<file path="config.mk">
export PLATFORM = sky130hd
export DESIGN_NAME = ssdbm_cell
export DESIGN_NICKNAME = d
export VERILOG_FILES = /design/src/rtl/core/ssdbm_pkg.sv /design/src/rtl/core/ssdbm_cell.sv
export SDC_FILE = /design/constraint.sdc
export NUM_CORES = 1
export LEC_CHECK = 0
export BUFFER_PORTS_ARGS = -buffer_cell sky130_fd_sc_hd__buf_2
export CORE_MARGIN = 2
export CORE_UTILIZATION = 50
export DETAILED_ROUTE_END_ITERATION = 16
export PLACE_DENSITY = 0.73
export SLEW_MARGIN = 10
export SYNTH_ARGS = -nofsm -noshare
export SYNTH_HDL_FRONTEND = slang
export SYNTH_SLANG_ARGS = --single-unit
</file>
<file path="constraint.sdc">
create_clock -name clk -period 18.9 [get_ports clk]
set_input_delay 3.78 -clock clk [delete_from_list [all_inputs] [get_ports clk]]
set_output_delay 3.78 -clock clk [all_outputs]
set_load 0.01 [all_outputs]
</file>
<file path="src/rtl/core/ssdbm_pkg.sv">
// shared constants, types and codes of the ssd block matcher
package ssdbm_pkg;

	localparam int MAX_WINDOW = 15;
	localparam int MAX_SHIFT = 128;
	localparam int MAX_WIDTH = 2048;
	localparam int PIXEL_BITS = 8;

	localparam int STORE_W = MAX_WIDTH + MAX_WINDOW;
	localparam int STORE_DEPTH = MAX_WINDOW * STORE_W;
	localparam int ADDR_W = $clog2(STORE_DEPTH);
	localparam int SLOT_W = $clog2(MAX_WINDOW);
	localparam int COL_W = 12;
	localparam int WS_W = 4;
	localparam int SHIFT_W = 8;
	localparam int CELLS = MAX_SHIFT + 1;
	localparam int COST_W =
		$clog2(MAX_WINDOW * MAX_WINDOW * ((2 ** PIXEL_BITS) - 1) * ((2 ** PIXEL_BITS) - 1) + 1);

	typedef enum logic [2:0] {
		ST_IDLE,
		ST_ROW,
		ST_DRAIN,
		ST_SCAN,
		ST_DONE
	} state_t;

	typedef enum logic [1:0] {
		REG_IMAGE_WIDTH   = 2'd0,
		REG_WINDOW_SIZE   = 2'd1,
		REG_MAX_DISPARITY = 2'd2
	} reg_index_t;

	typedef struct packed {
		logic clear;
		logic shift;
		logic accum;
		logic unload;
	} cell_ctl_t;

endpackage

</file>
<file path="src/rtl/core/ssdbm_cell.sv">
// one disparity cell: right pixel shift tap and running window cost
module ssdbm_cell (
	input  logic                                 clk,
	input  ssdbm_pkg::cell_ctl_t                 ctl,
	input  logic [ssdbm_pkg::PIXEL_BITS-1:0]     l_pix,
	input  logic [ssdbm_pkg::PIXEL_BITS-1:0]     r_in,
	output logic [ssdbm_pkg::PIXEL_BITS-1:0]     r_out,
	input  logic [ssdbm_pkg::COST_W-1:0]         cost_in,
	output logic [ssdbm_pkg::COST_W-1:0]         cost_out
);
	import ssdbm_pkg::*;

	logic [PIXEL_BITS-1:0]   r_q;
	logic [COST_W-1:0]       cost_q;
	logic [PIXEL_BITS-1:0]   diff;
	logic [2*PIXEL_BITS-1:0] sq;

	assign diff = (l_pix > r_q) ? (l_pix - r_q) : (r_q - l_pix);
	assign sq = diff * diff;

	always_ff @(posedge clk) begin
		if (ctl.shift) begin
			r_q <= r_in;
		end
		if (ctl.clear) begin
			cost_q <= '0;
		end else if (ctl.accum) begin
			cost_q <= cost_q + COST_W'(sq);
		end else if (ctl.unload) begin
			cost_q <= cost_in;
		end
	end

	assign r_out = r_q;
	assign cost_out = cost_q;
endmodule

</file>
==> results.json, run 1 <==
{
  "whs_endpoint": "cost_out[22]",
  "yosysWarnings": 0,
  "reg2reg_depth": 21,
  "final_area_um2": 5076,
  "grt-ovfl-total": 0,
  "crit_path_max_fanout": 11,
  "path_clk_slew_ns": 0.08,
  "slew_violations": 0,
  "r2r_slack_ns": 11.44,
  "maxCapViolCount": 0,
  "finalHoldViolations": 0,
  "hold_path_depth": 2,
  "cp-end-kind": "flop",
  "syn-num-nets": 670,
  "dieHeight_um": 99.56,
  "initial_utilization": 0.5185,
  "avgRoutedWirePerCell_um": 14.24,
  "rsz0062_at_grt": "no",
  "wl_met3_um": 373,
  "antenna_found_initial": 0,
  "layout_commonest_cell": "inv_1",
  "area_delta_synth_final_pct": 11.18,
  "slew-limit-headroom": 0.4172,
  "layout_common_cells": "inv_1, buf_2, ha_1, nor2_1, fa_1",
  "avgSynthCellArea_um2": 8.663,
  "fin_skew_ns": 0.003404,
  "clock_latency_ns": 0.30,
  "cts_setup_buffers": 0,
  "worstHoldStart": "cost_out[22]",
  "grt_max_degree": 53,
  "cts.sinks": 32,
  "syn_inst": 527,
  "dr.max_layer_used": "met4",
  "root_buffer": "clkbuf_8",
  "crit_required_ns": 19.11,
  "synth-edff-count": 8,
  "r2r_start": "r_out[5]",
  "die_w_um": 99.56,
  "synth-main-ff-cell": "dfxtp_1",
  "setup-tns-final_ns": 0,
  "io_pins": 77,
  "hold_path.class": "reg2reg",
  "critPathLaunchType": "input pin",
  "grt_usage": 0.2072,
  "arrival_ns": 10.88,
  "num_vias": 3853,
  "drtAntennaViolNets": 0,
  "portBuffers": 76,
  "fin_crit_ns": 10.67,
  "layout-drive-gt1-share": 0.1593,
  "grt_pass1_wl_mm": 16.87,
  "drc_errors": 0,
  "coreArea_um2": 8806,
  "drtIter0Drc": 161,
  "routed_wl_mm": 9.940,
  "gp_congestion": 0.8842,
  "die_area_um2": 9911,
  "first_pass_iters": 4,
  "fin_crit_sh": 0.5643,
  "synth-seq-cells": 32,
  "status": "complete, no violations",
  "regToRegEndpoint": "cost_out[22]",
  "async_flop_share": 0,
  "clock.fmax_ghz": 0.09376,
  "syn-cell-area_um2": 4566,
  "synth.distinct_cells": 60,
  "yosysSeqAreaShare": 0.1579,
  "dp_hpwl_mm": 8.106,
  "wl_met2_mm": 4.993,
  "cts.htree.levels": 2,
  "vias_per_cell": 5.520,
  "rows": 34,
  "tightest_slew_ns": 0.8742,
  "cts_hold_buf": 0,
  "clk_path_buf_depth": 2,
  "critPathKind": "in2reg",
  "cts-resized-gates": 0,
  "postPlaceCellArea_um2": 4971,
  "setup_viol": 0,
  "wl_met1_mm": 4.512,
  "cts_buffers": 5,
  "cts_tree": "yes",
  "antenna_cells": 0,
  "nNetsFinal": 732,
  "grt_pass1_vias": 3710
}
==> worst max-delay path: stages <==
cell and delay (ns):
buf_2 0.11, inv_1 0.05, ha_1 0.13, inv_1 0.06, fa_1 0.38, a21o_1 0.22, a22oi_1 0.15, a21o_1 0.40
mux2_4 0.36, or3_1 0.34, o2111ai_2 0.44, nor2_1 0.15, fa_1 0.57, fa_1 0.53, fa_1 0.54, inv_1 0.05
fa_1 0.53, inv_1 0.04, ha_1 0.36, a211o_1 0.34, a2111o_1 0.41, and2_1 0.17, a211oi_1 0.37, o31ai_1 0.14
a311oi_1 0.25
==> metal layers <==
layer,global-route usage,vias to the layer above
li1,-,1908
met1,0.2762,1855
met2,0.3628,83
met3,0.02741,7
met4,0.04004,0
met5,0,-
==> final cells by class <==
cell class	count	area [µm²]
Clock buffer	6	93.84
Clock inverter	2	11.26
Fill cell	800	3730
Inverter	97	366.6
Multi-Input combinational cell	377	3368
Sequential cell	32	720.7
Tap cell	108	135.1
Timing Repair Buffer	76	380.4
==> synth_stat cells, types with 2 or more instances <==
| library cell | n | share of area |
|---|---|---|
| nand2b_1 | 5 | 0.0069 |
| a211o_1 | 4 | 0.0077 |
| mux2_4 | 3 | 0.0099 |
| and2_1 | 2 | 0.0027 |
| edfxtp_1 | 8 | 0.053 |
| or2_2 | 2 | 0.0027 |
| inv_1 | 95 | 0.078 |
| o211ai_1 | 3 | 0.0049 |
| a211oi_1 | 31 | 0.051 |
| a311oi_1 | 3 | 0.0058 |
| o22ai_1 | 2 | 0.0027 |
| a21o_1 | 11 | 0.018 |
| nand2_1 | 13 | 0.011 |
| o31ai_1 | 4 | 0.0066 |
| a21oi_1 | 23 | 0.025 |
| o2111ai_1 | 3 | 0.0058 |
| nor2b_1 | 14 | 0.019 |
| buf_6 | 3 | 0.0074 |
| o21a_1 | 8 | 0.013 |
| nor2_1 | 52 | 0.043 |
| o21bai_1 | 3 | 0.0049 |
| o2bb2ai_1 | 2 | 0.0038 |
| o21ai_0 | 9 | 0.0099 |
| fa_1 | 39 | 0.17 |
| and3_1 | 6 | 0.0082 |
| or3_1 | 5 | 0.0069 |
| buf_4 | 2 | 0.0033 |
| clkbuf_1 | 13 | 0.011 |
| dfxtp_1 | 24 | 0.11 |
| buf_1 | 2 | 0.0016 |
| nand4_1 | 3 | 0.0041 |
| ha_1 | 59 | 0.16 |
| a31oi_1 | 3 | 0.0041 |
| mux2i_1 | 12 | 0.026 |
| nand3_1 | 5 | 0.0055 |
| xnor2_1 | 10 | 0.019 |
| nor3_1 | 5 | 0.0055 |
| xor2_1 | 14 | 0.027 |
==> per-stage QoR <==
stage          worst slack (ns)  instances  utilization  hold WS, ns
2_1_floorplan             8.745        527            -       0.5482
3_3_place_gp              8.193        690       0.5645       0.5392
3_5_place_dp              7.979        690       0.5645       0.5442
4_1_cts                   8.282        698       0.5764       0.5551
5_1_grt                   7.796        698       0.5764       0.6032
6_report                  8.234        698       0.5764       0.5534
==> cells by family after synthesis <==
family,share of synthesized area
compound gates,0.1872
xor+xnor,0.05207
fa+ha+maj,0.3327
buf+inv,0.1044
flops,0.1579
mux,0.03864
simple gates,0.1272
==> sequential cells by signal (all words and copies together) (netlist names) <==
signal / cells
cost_out: 24
r_out: 8
==> worst max-delay path by stage <==
| stage | startpoint | to | slack (ns) | depth (start not counted) |
|---|---|---|---|---|
| final | l_pix[0] | cost_out[22] | 8.23 | 25 |
| after global routing | l_pix[0] | cost_out[17] | 7.80 | 29 |
| after CTS | l_pix[0] | cost_out[22] | 8.28 | 25 |
| after detailed placement | l_pix[0] | cost_out[22] | 7.98 | 25 |
| after global placement | l_pix[0] | cost_out[20] | 8.19 | 25 |
| after floorplan | l_pix[0] | cost_out[20] | 8.75 | 26 |
Power of run 1 is left out: the tool's default activity adds up to more than one toggle a clock period on the data nets, which glitch-free logic cannot reach.
==> run 2, diff against run 1 <==
--- a/config.mk
+++ b/config.mk
@@ -5,11 +5,12 @@
 export SDC_FILE = /design/constraint.sdc
 export NUM_CORES = 1
 export LEC_CHECK = 0
+export ABC_AREA = 1
 export BUFFER_PORTS_ARGS = -buffer_cell sky130_fd_sc_hd__buf_2
 export CORE_MARGIN = 2
 export CORE_UTILIZATION = 50
 export DETAILED_ROUTE_END_ITERATION = 16
-export PLACE_DENSITY = 0.73
+export PLACE_DENSITY = 0.76
 export SLEW_MARGIN = 10
 export SYNTH_ARGS = -nofsm -noshare
 export SYNTH_HDL_FRONTEND = slang
==> constraint.sdc (replaced) <==
create_clock -name clk -period 9 [get_ports clk]
set_input_delay 1.8 -clock clk [delete_from_list [all_inputs] [get_ports clk]]
set_output_delay 1.8 -clock clk [all_outputs]
set_load 0.01 [all_outputs]
==> run 2 against run 1 <==
Against the previous run:
- register-to-register slack worse by 8.3 ns
- critical path depth is 7 higher
- largest cell class unchanged
- global-route usage is 3.3 points higher
- highest routed layer unchanged
==> results.json, run 2 <==
{
  "synth_common_cells": "nand2_1, inv_1, ha_1, nor2_1, nand3_1",
  "area_delta_synth_final_pct": 11.86,
  "path_clk_slew_ns": 0.07,
  "cpMostUsedCell": "nand2_1",
  "fin_crit_sh": 0.7826,
  "async_flop_share": 0,
  "cts_tree": "yes",
  "die_area_um2": 10620,
  "cts.htree.levels": 2,
  "setup-tns-final_ns": 0,
  "tightest_slew_ns": 0.8416,
  "drtAntennaViolNets": 0,
  "portBuffers": 76,
  "maxCapViolCount": 0,
  "syn-cell-area_um2": 4907,
  "cts_buffers": 5,
  "die_w_um": 103.1,
  "synth-main-ff-cell": "dfxtp_1",
  "fin_crit_ns": 7.043,
  "fin_skew_ns": 0.008415,
  "clock.fmax_ghz": 0.1420,
  "crit_path_max_fanout": 6,
  "critPathKind": "in2reg",
  "grt-ovfl-total": 0,
  "yosysWarnings": 0,
  "critPathLaunchType": "input pin",
  "dp_hpwl_mm": 9.964,
  "hold_path.class": "reg2reg",
  "grt_pass1_wl_mm": 20.11,
  "utilization": 0.5694,
  "synthTopCellsByArea": "nand2_1, fa_1, ha_1",
  "nNetsFinal": 937,
  "clock_latency_ns": 0.29,
  "antenna_cells": 0,
  "syn_inst": 721,
  "arrival_ns": 7.21,
  "io_pins": 77,
  "yosys.area.top_type": "nand2_1",
  "vias_per_cell": 4.947,
  "crit_required_ns": 9.17,
  "critPathBufInv": 7,
  "grt_pass1_vias": 4502,
  "layout_common_cells": "nand2_1, inv_1, buf_2, ha_1, nor2_1",
  "status": "complete, no violations",
  "root_buffer": "clkbuf_8",
  "grt_max_degree": 24,
  "first_pass_iters": 5,
  "grt_usage": 0.2406,
  "slew-limit-headroom": 0.4369,
  "yosysSeqAreaShare": 0.1469,
  "cts_setup_buffers": 0,
  "antenna_found_initial": 0,
  "largest_reg_flops": 24,
  "routed_wl_mm": 11.78,
  "avgRoutedWirePerCell_um": 12.70,
  "setup_viol": 0,
  "cp-end-kind": "flop",
  "synth-seq-cells": 32,
  "cp_top_family": "adder cells",
  "finalHoldViolations": 0,
  "syn-num-nets": 864,
  "dieHeight_um": 103.1,
  "critPathMaxStageDelay_ns": 0.54,
  "layout_commonest_cell": "nand2_1",
  "synth_top_area_frac": 0.1629,
  "coreArea_um2": 9639,
  "rows": 36,
  "slowest_stage": "fa_1",
  "layout-drive-gt1-share": 0.1484,
  "clk_path_buf_depth": 2,
  "drtIter0Drc": 225,
  "yosysMostFrequentCell": "nand2_1",
  "rsz0062_at_grt": "no",
  "cts.sinks": 32,
  "num_vias": 4591,
  "initial_utilization": 0.5091,
  "gp_congestion": 0.9376,
  "avgSynthCellArea_um2": 6.806,
  "synth.distinct_cells": 42,
  "slew_violations": 0,
  "cts-resized-gates": 0,
  "cts_hold_buf": 0,
  "num-fill-cells": 961,
  "synth-edff-count": 8,
  "drc_errors": 0
}
run 2: cell count changes after synthesis, moves of 7 or more:
| cell | delta |
|---|---|
| nand2_2 | +7 |
| nor2b_1 | -14 |
| nand2_1 | +200 |
| a211oi_1 | -31 |
| nand3_1 | +35 |
| a21o_1 | -10 |
| inv_1 | +53 |
| mux2i_1 | -12 |
| a21oi_1 | +13 |
| xor2_1 | -7 |
run 2: cells by family (layout without fill, tap and decap cells):
logic type      after synthesis  in the layout  synth area share
compound gates               62             62           0.07012
xor+xnor                     17             17           0.03340
buf+inv                     166            240            0.1311
flops                        32             32            0.1469
simple gates                346            346            0.3090
fa+ha+maj                    98             98            0.3095
run 2: path summary, 6_finish.rpt:
path / from / end / slack (ns) / cells past startpoint
min: cost_out[13] / cost_out[13] / 0.48 / 2
max: l_pix[2] / cost_out[17] / 1.96 / 32
max reg2reg: r_out[2] / cost_out[17] / 3.15 / 30
min reg2reg: cost_out[13] / cost_out[13] / 0.48 / 2
run 2: cell type report:
| cell class | instances | area (µm²) | area share |
|---|---|---|---|
| repair buffers | 77 | 387.9 | 0.07066 |
| inverters | 155 | 589.3 | 0.1074 |
| flip-flops and latches | 32 | 720.7 | 0.1313 |
| multi-input cells | 523 | 3543 | 0.6455 |
| clock inverters | 1 | 5.005 | 0.0009118 |
| well taps | 133 | 166.4 | 0.03032 |
| clock buffers | 7 | 76.32 | 0.01390 |
run 2: per-layer routing:
layer,global-route usage,share of wire,wire length (µm),vias up
li1,-,-,-,2349
met1,0.3072,0.45,5283,2104
met2,0.4186,0.49,5767,115
met3,0.02576,0.035,413,23
met4,0.09211,0.027,316,0
met5,0,0,0,-
run 2: through the flow:
stage                     cells  area, µm²  hold WS, ns  setup slack, ns
after global routing        928       5489       0.5092            1.350
after global placement      920       5408       0.4707            1.753
after CTS                   928       5489       0.4868            1.982
final                       928       5489       0.4816            1.957
after detailed placement    920       5408       0.4774            1.694
after floorplan             721       4907       0.5022            2.290
run 2: worst register-to-register path: cells and delay by family (launching register included):
| kind | cells | cell delay, ns |
|---|---|---|
| simple gates | 17 | 1.84 |
| buf+inv | 5 | 0.31 |
| fa+ha+maj | 6 | 2.80 |
| compound gates | 2 | 0.37 |
| flops | 1 | 0.42 |
Power of run 2 is left out for the same reason.
